## config.mk

```make
export PLATFORM = sky130hd
export DESIGN_NAME = sdfr_ctrl
export DESIGN_NICKNAME = d
export VERILOG_FILES = /design/src/rtl/core/sdfr_pkg.sv /design/src/rtl/core/sdfr_ctrl.sv
export SDC_FILE = /design/constraint.sdc
export NUM_CORES = 1
export LEC_CHECK = 0
export ABC_AREA = 1
export BUFFER_PORTS_ARGS = -buffer_cell sky130_fd_sc_hd__buf_2
export CAP_MARGIN = 20
export CORE_ASPECT_RATIO = 0.8
export CORE_MARGIN = 1
export CORE_UTILIZATION = 38
export CTS_BUF_LIST = sky130_fd_sc_hd__clkbuf_8
export DETAILED_ROUTE_END_ITERATION = 6
export PLACE_DENSITY = 0.61
export SYNTH_ARGS = -nofsm -noshare
export SYNTH_HDL_FRONTEND = slang
export SYNTH_SLANG_ARGS = --single-unit
```

## constraint.sdc

```tcl
create_clock -name clock -period 2.7 [get_ports clock]
set_input_delay 0.54 -clock clock [delete_from_list [all_inputs] [get_ports clock]]
set_output_delay 0.54 -clock clock [all_outputs]
set_load 0.005 [all_outputs]
```

## src/rtl/core/sdfr_pkg.sv

```systemverilog
`default_nettype none

package sdfr_pkg;

   // segment store geometry
   localparam int SEG_DEPTH = 1024;
   localparam int ADDR_W    = $clog2(SEG_DEPTH);
   localparam int CNT_W     = ADDR_W + 1;
   localparam int COORD_W   = 16;
   localparam int SEG_W     = 4 * COORD_W;

   // command codes
   localparam logic [1:0] CMD_ADD   = 2'd0;
   localparam logic [1:0] CMD_PIXEL = 2'd1;
   localparam logic [1:0] CMD_CLEAR = 2'd2;

   // register file
   localparam int CSR_IDX_W = 4;
   localparam int CSR_DATA_W = 12;
   localparam logic [CSR_IDX_W-1:0] CSR_ICON_SIZE    = 4'd0;
   localparam logic [CSR_IDX_W-1:0] CSR_STROKE_WIDTH = 4'd1;
   localparam logic [6:0]  ICON_SIZE_RST    = 7'd24;
   localparam logic [11:0] STROKE_WIDTH_RST = 12'd512;

   // arithmetic widths
   localparam int SCL_W  = 24;            // coordinate * icon size
   localparam int V_W    = 25;            // vector components
   localparam int P_W    = 2 * V_W;       // component products
   localparam int DOT_W  = P_W + 1;       // dot products
   localparam int REM_W  = DOT_W + 1;     // divider remainder
   localparam int Q_W    = 16;            // projection fraction bits
   localparam int T_W    = Q_W + 2;       // signed t, up to 1.0
   localparam int TP_W   = T_W + V_W;     // t * v
   localparam int RND_W  = TP_W - Q_W;    // rounded t * v
   localparam int D_W    = 28;            // offset from closest point
   localparam int D2_W   = 2 * D_W;       // squared distance
   localparam int ROOT_W = D2_W / 2;
   localparam int SR_W   = ROOT_W + 3;
   localparam int HW_W   = 21;
   localparam int CV_W   = ROOT_W + 2;
   localparam int PR_W   = 23;

   localparam int DIV_STEPS  = Q_W;
   localparam int SQRT_STEPS = ROOT_W;
   localparam int STEP_W     = $clog2(SQRT_STEPS);

   localparam int HW_FLOOR  = 17203;
   localparam int HALF_PX   = 12288;
   localparam int ONE_PX    = 24576;
   localparam int RECIP3    = 21846;      // 65536/3 rounded up

   // datapath operation per cycle
   typedef enum logic [4:0] {
      OP_IDLE,
      OP_INIT,
      OP_READ,
      OP_SCALE,
      OP_VEC,
      OP_MUL,
      OP_DOT,
      OP_DIV,
      OP_TMUL,
      OP_ROUND,
      OP_SQ,
      OP_MIN,
      OP_ROOT_INIT,
      OP_ROOT,
      OP_COV,
      OP_PROD,
      OP_ALPHA
   } dp_op_type;

   typedef struct packed {
      dp_op_type           op;
      logic                capture;
      logic                wr_en;
      logic [ADDR_W-1:0]   wr_addr;
      logic [ADDR_W-1:0]   rd_addr;
   } dp_ctrl_type;

endpackage

`default_nettype wire

```

## src/rtl/core/sdfr_ctrl.sv

```systemverilog
`default_nettype none

module sdfr_ctrl
   import sdfr_pkg::*;
(
   input  wire logic         clock,
   input  wire logic         reset,
   input  wire logic         start,
   input  wire logic [1:0]   req_command,
   output logic              busy,
   output logic              rsp_strobe,
   output dp_ctrl_type       ctrl
);

   typedef enum logic [4:0] {
      S_IDLE,
      S_INIT,
      S_READ,
      S_SCALE,
      S_VEC,
      S_MUL,
      S_DOT,
      S_DIV,
      S_TMUL,
      S_ROUND,
      S_SQ,
      S_MIN,
      S_ROOT_INIT,
      S_ROOT,
      S_COV,
      S_PROD,
      S_ALPHA
   } state_type;

   state_type             state_ff;
   logic [CNT_W-1:0]      count_ff;
   logic [ADDR_W-1:0]     idx_ff;
   logic [STEP_W-1:0]     step_ff;
   logic                  wr_en_ff;
   logic [ADDR_W-1:0]     wr_addr_ff;
   logic                  strobe_ff;
   logic                  accept;
   logic                  last_seg;
   dp_op_type             op;

   assign accept   = start && (state_ff == S_IDLE);
   assign busy     = (state_ff != S_IDLE);
   assign last_seg = ({1'b0, idx_ff} == (count_ff - CNT_W'(1)));

   // sequencer
   always_ff @(posedge clock) begin
      if (reset) begin
         state_ff  <= S_IDLE;
         count_ff  <= '0;
         idx_ff    <= '0;
         step_ff   <= '0;
         wr_en_ff  <= 1'b0;
         strobe_ff <= 1'b0;
      end else begin
         wr_en_ff  <= 1'b0;
         strobe_ff <= 1'b0;
         case (state_ff)
            S_IDLE: begin
               if (accept) begin
                  case (req_command)
                     CMD_ADD: begin
                        if (count_ff < CNT_W'(SEG_DEPTH)) begin
                           wr_en_ff   <= 1'b1;
                           wr_addr_ff <= count_ff[ADDR_W-1:0];
                           count_ff   <= count_ff + CNT_W'(1);
                        end
                     end
                     CMD_PIXEL: state_ff <= S_INIT;
                     CMD_CLEAR: count_ff <= '0;
                     default: ;
                  endcase
               end
            end
            S_INIT: begin
               idx_ff   <= '0;
               state_ff <= (count_ff == '0) ? S_ROOT_INIT : S_READ;
            end
            S_READ:  state_ff <= S_SCALE;
            S_SCALE: state_ff <= S_VEC;
            S_VEC:   state_ff <= S_MUL;
            S_MUL:   state_ff <= S_DOT;
            S_DOT: begin
               step_ff  <= '0;
               state_ff <= S_DIV;
            end
            S_DIV: begin
               step_ff <= step_ff + STEP_W'(1);
               if (step_ff == STEP_W'(DIV_STEPS - 1)) state_ff <= S_TMUL;
            end
            S_TMUL:  state_ff <= S_ROUND;
            S_ROUND: state_ff <= S_SQ;
            S_SQ:    state_ff <= S_MIN;
            S_MIN: begin
               if (last_seg) begin
                  state_ff <= S_ROOT_INIT;
               end else begin
                  idx_ff   <= idx_ff + ADDR_W'(1);
                  state_ff <= S_READ;
               end
            end
            S_ROOT_INIT: begin
               step_ff  <= '0;
               state_ff <= S_ROOT;
            end
            S_ROOT: begin
               step_ff <= step_ff + STEP_W'(1);
               if (step_ff == STEP_W'(SQRT_STEPS - 1)) state_ff <= S_COV;
            end
            S_COV:  state_ff <= S_PROD;
            S_PROD: state_ff <= S_ALPHA;
            S_ALPHA: begin
               strobe_ff <= 1'b1;
               state_ff  <= S_IDLE;
            end
            default: state_ff <= S_IDLE;
         endcase
      end
   end

   // datapath operation for the current state
   always_comb begin
      case (state_ff)
         S_INIT:      op = OP_INIT;
         S_READ:      op = OP_READ;
         S_SCALE:     op = OP_SCALE;
         S_VEC:       op = OP_VEC;
         S_MUL:       op = OP_MUL;
         S_DOT:       op = OP_DOT;
         S_DIV:       op = OP_DIV;
         S_TMUL:      op = OP_TMUL;
         S_ROUND:     op = OP_ROUND;
         S_SQ:        op = OP_SQ;
         S_MIN:       op = OP_MIN;
         S_ROOT_INIT: op = OP_ROOT_INIT;
         S_ROOT:      op = OP_ROOT;
         S_COV:       op = OP_COV;
         S_PROD:      op = OP_PROD;
         S_ALPHA:     op = OP_ALPHA;
         default:     op = OP_IDLE;
      endcase
   end

   always_comb begin
      ctrl.op      = op;
      ctrl.capture = accept;
      ctrl.wr_en   = wr_en_ff;
      ctrl.wr_addr = wr_addr_ff;
      ctrl.rd_addr = idx_ff;
   end

   assign rsp_strobe = strobe_ff;

endmodule

`default_nettype wire

```

* Yosys cells after proc, flatten, opt, wreduce, memory -nomap -nowiden *
Memories as Yosys holds them, arrays and structs flattened. A register that Yosys moved wholly into a read port is not among the register bits.
Index checks and enable logic that the tools add are counted.

storage, ports and cells
  register bits after elaboration = 43
  latch bits = 0
  RAM bits = 0
  bits in read-only memories = 160
  bits of input ports = 5
  output and inout bits = 29
  logic and storage cells = 75
  memories kept = 1

cells by class
  add/sub/neg operators = 4
  $mul = 0
  divide/modulo/power cells = 0
  $lt $le $gt $ge = 1
  eq/ne operators = 27
  shifts and indexed selects = 0
  multiplexer cells = 16
  bitwise logic cells = 4
  reduce and logical (&&, ||, !) cells = 15

memories
  memory           words  bits a word  read ports  clocked after memory_dff  wr ports  line              RTL
  (no name shown)  32     5            1           1                         0         sdfr_ctrl.sv:127  case (state_ff)

operators with widths
  kind                     count
  $pmux W5 S16             1
  $eq A5 B4 Y1 const B     9
  $mux W5                  6
  $pmux W11 S2             1
  $eq A5 B3 Y1 const B     4
  $pmux W10 S2             1
  $add A11 B1 Y11 const B  1
  $eq A10 B11 Y1           1
  $logic_not A11 Y1        1
  $lt A11 B11 Y1 const B   1
  $mux W11                 1
  $sub A11 B1 Y11 const B  1
  $add A10 B1 Y10 const B  1
  $eq A5 B2 Y1 const B     2
  $eq A5 B5 Y1 const B     2
  $mux W10                 1
  $ne A2 B2 Y1 const B     5
  $pmux W5 S2              1
  $mux W4                  2
  $reduce_and A4 Y1        2
  $reduce_bool A2 Y1       3
  $add A5 B1 Y5 const B    1
  $eq A5 B1 Y1 const B     1
  $logic_not A5 Y1         1
  12 further kinds         17

* Longest topological paths before layout *
  word-level depth = 6
  gate-level depth with buffers = 16
  gate-level depth less buffers = 15

* Worst setup path before layout *
Ideal clock, no wire load.

  path type = input-to-reg
  from = in reset
  to = reg wr_addr_ff[0] (enable)
  setup time = 0.404 ns
  arrival = 1.805 ns
  required time = 2.296 ns
  path slack = 0.492 ns
  stages = 2
  buffers on the path = 1
  cell sequence = clkbuf_1 nor4_1

between the ends
  longest elaborated chain between the ends = 2

ends and longest elaborated chain
  item                                line             RTL
  start, declared                     sdfr_ctrl.sv:7   input wire logic reset,
  $not A1 Y1 (no source line)         n/a
  $reduce_and A5 Y1 (no source line)  n/a
  end signal, assigned                sdfr_ctrl.sv:69  wr_addr_ff <= count_ff[ADDR_W-1:0];
  end, declared                       sdfr_ctrl.sv:40  logic [ADDR_W-1:0] wr_addr_ff;

No other way between the ends.
A chain may end at the register's enable or synchronous reset.

* Worst setup path in the final report *
  from = reg count_ff[0]
  to = reg idx_ff[7]

between the ends
  longest elaborated chain between the ends = 4

ends and longest elaborated chain
  item                                line              RTL
  start, declared                     sdfr_ctrl.sv:36   logic [CNT_W-1:0] count_ff;
  start signal, assigned              sdfr_ctrl.sv:70   count_ff <= count_ff + CNT_W'(1);
  $sub A11 B1 Y11                     sdfr_ctrl.sv:48   assign last_seg = ({1'b0, idx_ff} == (count_ff - CNT_W'(1)));
  $eq A10 B11 Y1                      sdfr_ctrl.sv:48
  $ne A2 B2 Y1 (no source line)       n/a
  $reduce_and A2 Y1 (no source line)  n/a
  end signal, assigned                sdfr_ctrl.sv:102  idx_ff <= idx_ff + ADDR_W'(1);
  end, declared                       sdfr_ctrl.sv:37   logic [ADDR_W-1:0] idx_ff;

No other way between the ends.

==> impl_metrics.xml <==
<?xml version="1.0" encoding="UTF-8"?>
<metrics>
  <group name="timing">
    <metric name="finalMaxSlewViolations" unit="">0</metric>
    <metric name="finalCritPeriodShare" unit="">0.769</metric>
    <metric name="worst_clock_skew" unit="ns">0.00435</metric>
    <metric name="worst_slew_pin_slew" unit="ns">0.504</metric>
    <metric name="finalCriticalPeriod" unit="ns">2.08</metric>
    <metric name="worst_slew_margin_rel" unit="">0.664</metric>
    <metric name="totalNegativeSetupSlack" unit="ns">0</metric>
    <metric name="setup_viol_count_final" unit="">0</metric>
    <metric name="finalHoldViolCount" unit="">0</metric>
    <metric name="rsz0062_at_grt" unit="">no</metric>
    <metric name="hold-worst-slack" unit="ns">0.492</metric>
    <metric name="max_freq" unit="MHz">482</metric>
  </group>
  <group name="critical_path">
    <metric name="critical_path_peak_fanout" unit="">12</metric>
    <metric name="worstPathBufferInverterCount" unit="">2</metric>
    <metric name="critical-path-slowest-cell" unit="">sky130_fd_sc_hd__dfxtp_1</metric>
    <metric name="required_time_at_the_endpoint_of_the_critical_path" unit="ns">2.94</metric>
    <metric name="cp_top_family" unit="">simple AND/OR/NAND/NOR gates</metric>
    <metric name="critPathArrivalTime" unit="ns">2.31</metric>
    <metric name="crit_path_cell_chain" unit="">inv_1 -&gt; ha_1 -&gt; nand2_1 -&gt; inv_1 -&gt; nor2_1 -&gt; nand2_1 -&gt; nor2_1 -&gt; nand3_1 -&gt; nor2_2 -&gt; nand3_2 -&gt; nand2_4 -&gt; nand2_4 -&gt; nand2_1 -&gt; nand2_1 -&gt; nor2_2</metric>
    <metric name="timing.critical_path.mode_cell" unit="">sky130_fd_sc_hd__nand2_1</metric>
    <metric name="startpoint_type" unit="">register</metric>
    <metric name="ff2ff_setup_slack" unit="ns">0.62</metric>
    <metric name="cpPeakStageDelay" unit="ns">0.39</metric>
    <metric name="timing_worst_setup_path_type" unit="">register to register</metric>
    <metric name="sort_of_element_at_the_end_of_the_critical_path" unit="">register</metric>
  </group>
  <group name="synth">
    <metric name="postSynthNetCount" unit="">379</metric>
    <metric name="synth.yosys.warnings" unit="">0</metric>
    <metric name="synth_area_per_cell" unit="sq um">7.15</metric>
    <metric name="post_synthesis_async_set_or_reset_flop_share" unit="">0</metric>
    <metric name="post-synth-top-area-cell" unit="">sky130_fd_sc_hd__dfxtp_1</metric>
    <metric name="synth_ff_type" unit="">sky130_fd_sc_hd__dfxtp_1</metric>
    <metric name="netlist_area" unit="sq um">2640</metric>
    <metric name="synth-seq-area-share" unit="">0.402</metric>
    <metric name="syn-instance-count" unit="">369</metric>
    <metric name="synth_top_area_frac" unit="">0.288</metric>
    <metric name="synth_enable_flop_cells" unit="">10</metric>
    <metric name="ys_seq_elements" unit="">48</metric>
    <metric name="synth_area_leaders" unit="">sky130_fd_sc_hd__dfxtp_1, sky130_fd_sc_hd__nand2_1, sky130_fd_sc_hd__edfxtp_1</metric>
    <metric name="yosysUniqueCellTypes" unit="">35</metric>
  </group>
  <group name="placed_design">
    <metric name="portBuffers" unit="">33</metric>
    <metric name="place_hpwl" unit="um">4590</metric>
    <metric name="globalplace.congestion" unit="">0.862</metric>
  </group>
  <group name="global_routing">
    <metric name="pin_count_of_the_biggest_net_entering_global_routing" unit="">27</metric>
    <metric name="grt.total_usage" unit="">0.175</metric>
    <metric name="grt_antenna_before_repair" unit="">0</metric>
    <metric name="first_global_vias" unit="">2074</metric>
    <metric name="grt_first_pass_wirelength" unit="um">10100</metric>
    <metric name="global_route.overflow_total" unit="">0</metric>
  </group>
  <group name="clocking">
    <metric name="max-clock-path-buffers" unit="">2</metric>
    <metric name="cts_repair_resize_count" unit="">0</metric>
    <metric name="hold_buffers" unit="">0</metric>
    <metric name="clock-sinks" unit="">48</metric>
    <metric name="clk_pin_slew_worst_paths" unit="ns">0.09</metric>
    <metric name="clk-insertion-delay-late" unit="ns">0.30</metric>
    <metric name="cts_root_buffer" unit="">sky130_fd_sc_hd__clkbuf_8</metric>
    <metric name="post_cts.repair.setup_buffers" unit="">0</metric>
    <metric name="cts_tree" unit="">built</metric>
    <metric name="maximum_level_of_the_cts_h_tree" unit="">2</metric>
    <metric name="cts_inserted_buffers" unit="">5</metric>
  </group>
  <group name="pwr">
    <metric name="power_density" unit="nW/um^2">492</metric>
    <metric name="leakagePower" unit="nW">1.32</metric>
    <metric name="highest_ir_drop_seen_on_vdd" unit="uV">232</metric>
  </group>
  <group name="floorplan">
    <metric name="die_w" unit="um">95.2</metric>
    <metric name="fp.dieArea" unit="sq um">7280</metric>
    <metric name="row_count" unit="">26</metric>
    <metric name="io_pins" unit="">34</metric>
    <metric name="die_height" unit="um">76.5</metric>
    <metric name="fp.coreArea" unit="sq um">6540</metric>
    <metric name="initial_utilization" unit="">0.404</metric>
  </group>
  <group name="routing">
    <metric name="first_pass_iters" unit="">4</metric>
    <metric name="routed_via_density" unit="">4.86</metric>
    <metric name="detail_route.drc_violations" unit="">0</metric>
    <metric name="totalWireLength" unit="um">5920</metric>
    <metric name="vias" unit="">2374</metric>
    <metric name="drtAntennaViolNets" unit="">0</metric>
    <metric name="wire_per_inst" unit="um">12.1</metric>
    <metric name="detailedRoute.firstIterationViolations" unit="">118</metric>
  </group>
  <group name="cells_and_area">
    <metric name="synthToLayoutAreaGrowth" unit="%">13.0</metric>
    <metric name="insertedDiodeCount" unit="">0</metric>
    <metric name="layout-drive-gt1-share" unit="">0.171</metric>
    <metric name="finish.net_count" unit="">413</metric>
  </group>
  <group name="outcome">
    <metric name="run_status" unit="">finished clean</metric>
  </group>
  <group name="min_path">
    <metric name="hold_class" unit="">register to register</metric>
  </group>
  <group name="run">
    <metric name="maxCapViolCount" unit="">0</metric>
  </group>
</metrics>
==> cells by family (layout without fill, tap and decap cells) <==
logic type | count (synthesis) | in the layout | share of synthesized area
buf+inv | 60 | 95 | 0.0939
fa+ha+maj | 5 | 5 | 0.0237
xor+xnor | 6 | 6 | 0.0199
flops | 48 | 48 | 0.402
simple gates | 197 | 197 | 0.346
compound gates | 53 | 53 | 0.114
==> synth_stat cells, types with 2 or more instances <==
cell                        n
sky130_fd_sc_hd__nor3_1    10
sky130_fd_sc_hd__o21bai_1   2
sky130_fd_sc_hd__clkbuf_1   3
sky130_fd_sc_hd__nor2_2     8
sky130_fd_sc_hd__nor4_1     2
sky130_fd_sc_hd__inv_2      6
sky130_fd_sc_hd__a211oi_1   5
sky130_fd_sc_hd__a21oi_1   29
sky130_fd_sc_hd__nor2_4     3
sky130_fd_sc_hd__buf_6      2
sky130_fd_sc_hd__xnor2_1    3
sky130_fd_sc_hd__o31ai_1    2
sky130_fd_sc_hd__buf_4      2
sky130_fd_sc_hd__dfxtp_1   38
sky130_fd_sc_hd__a31oi_1    2
sky130_fd_sc_hd__o21ai_0   10
sky130_fd_sc_hd__nand2_2    5
sky130_fd_sc_hd__edfxtp_1  10
sky130_fd_sc_hd__inv_1     47
sky130_fd_sc_hd__nand2_1   92
sky130_fd_sc_hd__nand3_1   28
sky130_fd_sc_hd__nand2_4    2
sky130_fd_sc_hd__nand4_1    5
sky130_fd_sc_hd__ha_1       5
sky130_fd_sc_hd__nor2_1    36
sky130_fd_sc_hd__xor2_1     3
==> metrics by stage <==
stage / cell area (sq um) / util / std cells / worst slack, ns / power, mW
after global routing: 2980 / 0.456 / 488 / 0.367 / 1.54
after global placement: 2870 / 0.440 / 480 / 0.723 / 0.973
after CTS: 2980 / 0.456 / 488 / 0.621 / 1.48
after floorplan: 2640 / - / 369 / 0.492 / 0.927
after detailed placement: 2870 / 0.440 / 480 / 0.640 / 0.976
final: 2980 / 0.456 / 488 / 0.625 / 1.47
==> path summary, 6_finish.rpt <==
kind               startpoint    endpoint  depth (start not counted)
hold / removal     step_ff[1]  step_ff[1]                          2
setup / recovery  count_ff[0]   idx_ff[7]                         15
hold reg to reg    step_ff[1]  step_ff[1]                          2
setup reg to reg  count_ff[0]   idx_ff[7]                         15
==> flip-flops by register name, indices dropped and copies added, names as in the netlist <==
register,flops
count_ff,11
step_ff,5
wr_addr_ff,10
state_ff,5
wr_en_ff,1
rsp_strobe,1
op,5
idx_ff,10
==> final cells by class <==
type	instances	area, sq um
Clock buffer	5	68.8
Inverter	53	199
Timing Repair Buffer	34	173
Sequential cell	48	1060
Clock inverter	3	38.8
Multi-Input combinational cell	261	1340
Tap cell	84	105
Fill cell	666	3560
==> worst min-delay path: cells and delay by family (launching register included) <==
kind / cells / cell delay, ns
buffers and inverters: 1 / 0.07
AO/OA/AOI/OAI: 1 / 0.06
flip-flops: 1 / 0.32
==> where the power goes <==
part           internal [mW]  switching (mW)  total, mW
clock network          0.271           0.235      0.506
logic                 0.0698           0.127      0.197
registers              0.746          0.0173      0.763
total                   1.09           0.379       1.47
==> layer usage <==
layer  vias up  share of wire  global-route usage
li1       1263              -                   -
met1      1054           0.53               0.275
met2        55           0.40               0.233
met3         2          0.060              0.0369
met4         0         0.0052              0.0515
met5         -              0                   0
==> placed cells by master (no fill, tap or decap), types with 2 or more instances in the layout <==
| cell | synthesis | final |
|---|---|---|
| sky130_fd_sc_hd__dfxtp_1 | 38 | 38 |
| sky130_fd_sc_hd__a31oi_1 | 2 | 2 |
| sky130_fd_sc_hd__inv_2 | 6 | 6 |
| sky130_fd_sc_hd__edfxtp_1 | 10 | 10 |
| sky130_fd_sc_hd__ha_1 | 5 | 5 |
| sky130_fd_sc_hd__a211oi_1 | 5 | 5 |
| sky130_fd_sc_hd__nand4_1 | 5 | 5 |
| sky130_fd_sc_hd__o31ai_1 | 2 | 2 |
| sky130_fd_sc_hd__nand2_1 | 92 | 92 |
| sky130_fd_sc_hd__xor2_1 | 3 | 3 |
| sky130_fd_sc_hd__nand2_4 | 2 | 2 |
| sky130_fd_sc_hd__o21bai_1 | 2 | 2 |
| sky130_fd_sc_hd__nand3_1 | 28 | 28 |
| sky130_fd_sc_hd__nor2_2 | 8 | 8 |
| sky130_fd_sc_hd__nor2_1 | 36 | 36 |
| sky130_fd_sc_hd__nor3_1 | 10 | 10 |
| sky130_fd_sc_hd__o21ai_0 | 10 | 10 |
| sky130_fd_sc_hd__nor2_4 | 3 | 3 |
| sky130_fd_sc_hd__a21oi_1 | 29 | 29 |
| sky130_fd_sc_hd__inv_1 | 47 | 48 |
| sky130_fd_sc_hd__nand2_2 | 5 | 5 |
| sky130_fd_sc_hd__xnor2_1 | 3 | 3 |
| sky130_fd_sc_hd__clkbuf_8 | 0 | 5 |
| sky130_fd_sc_hd__buf_2 | 0 | 33 |
Note: power is estimated with default switching activity, not from simulation.
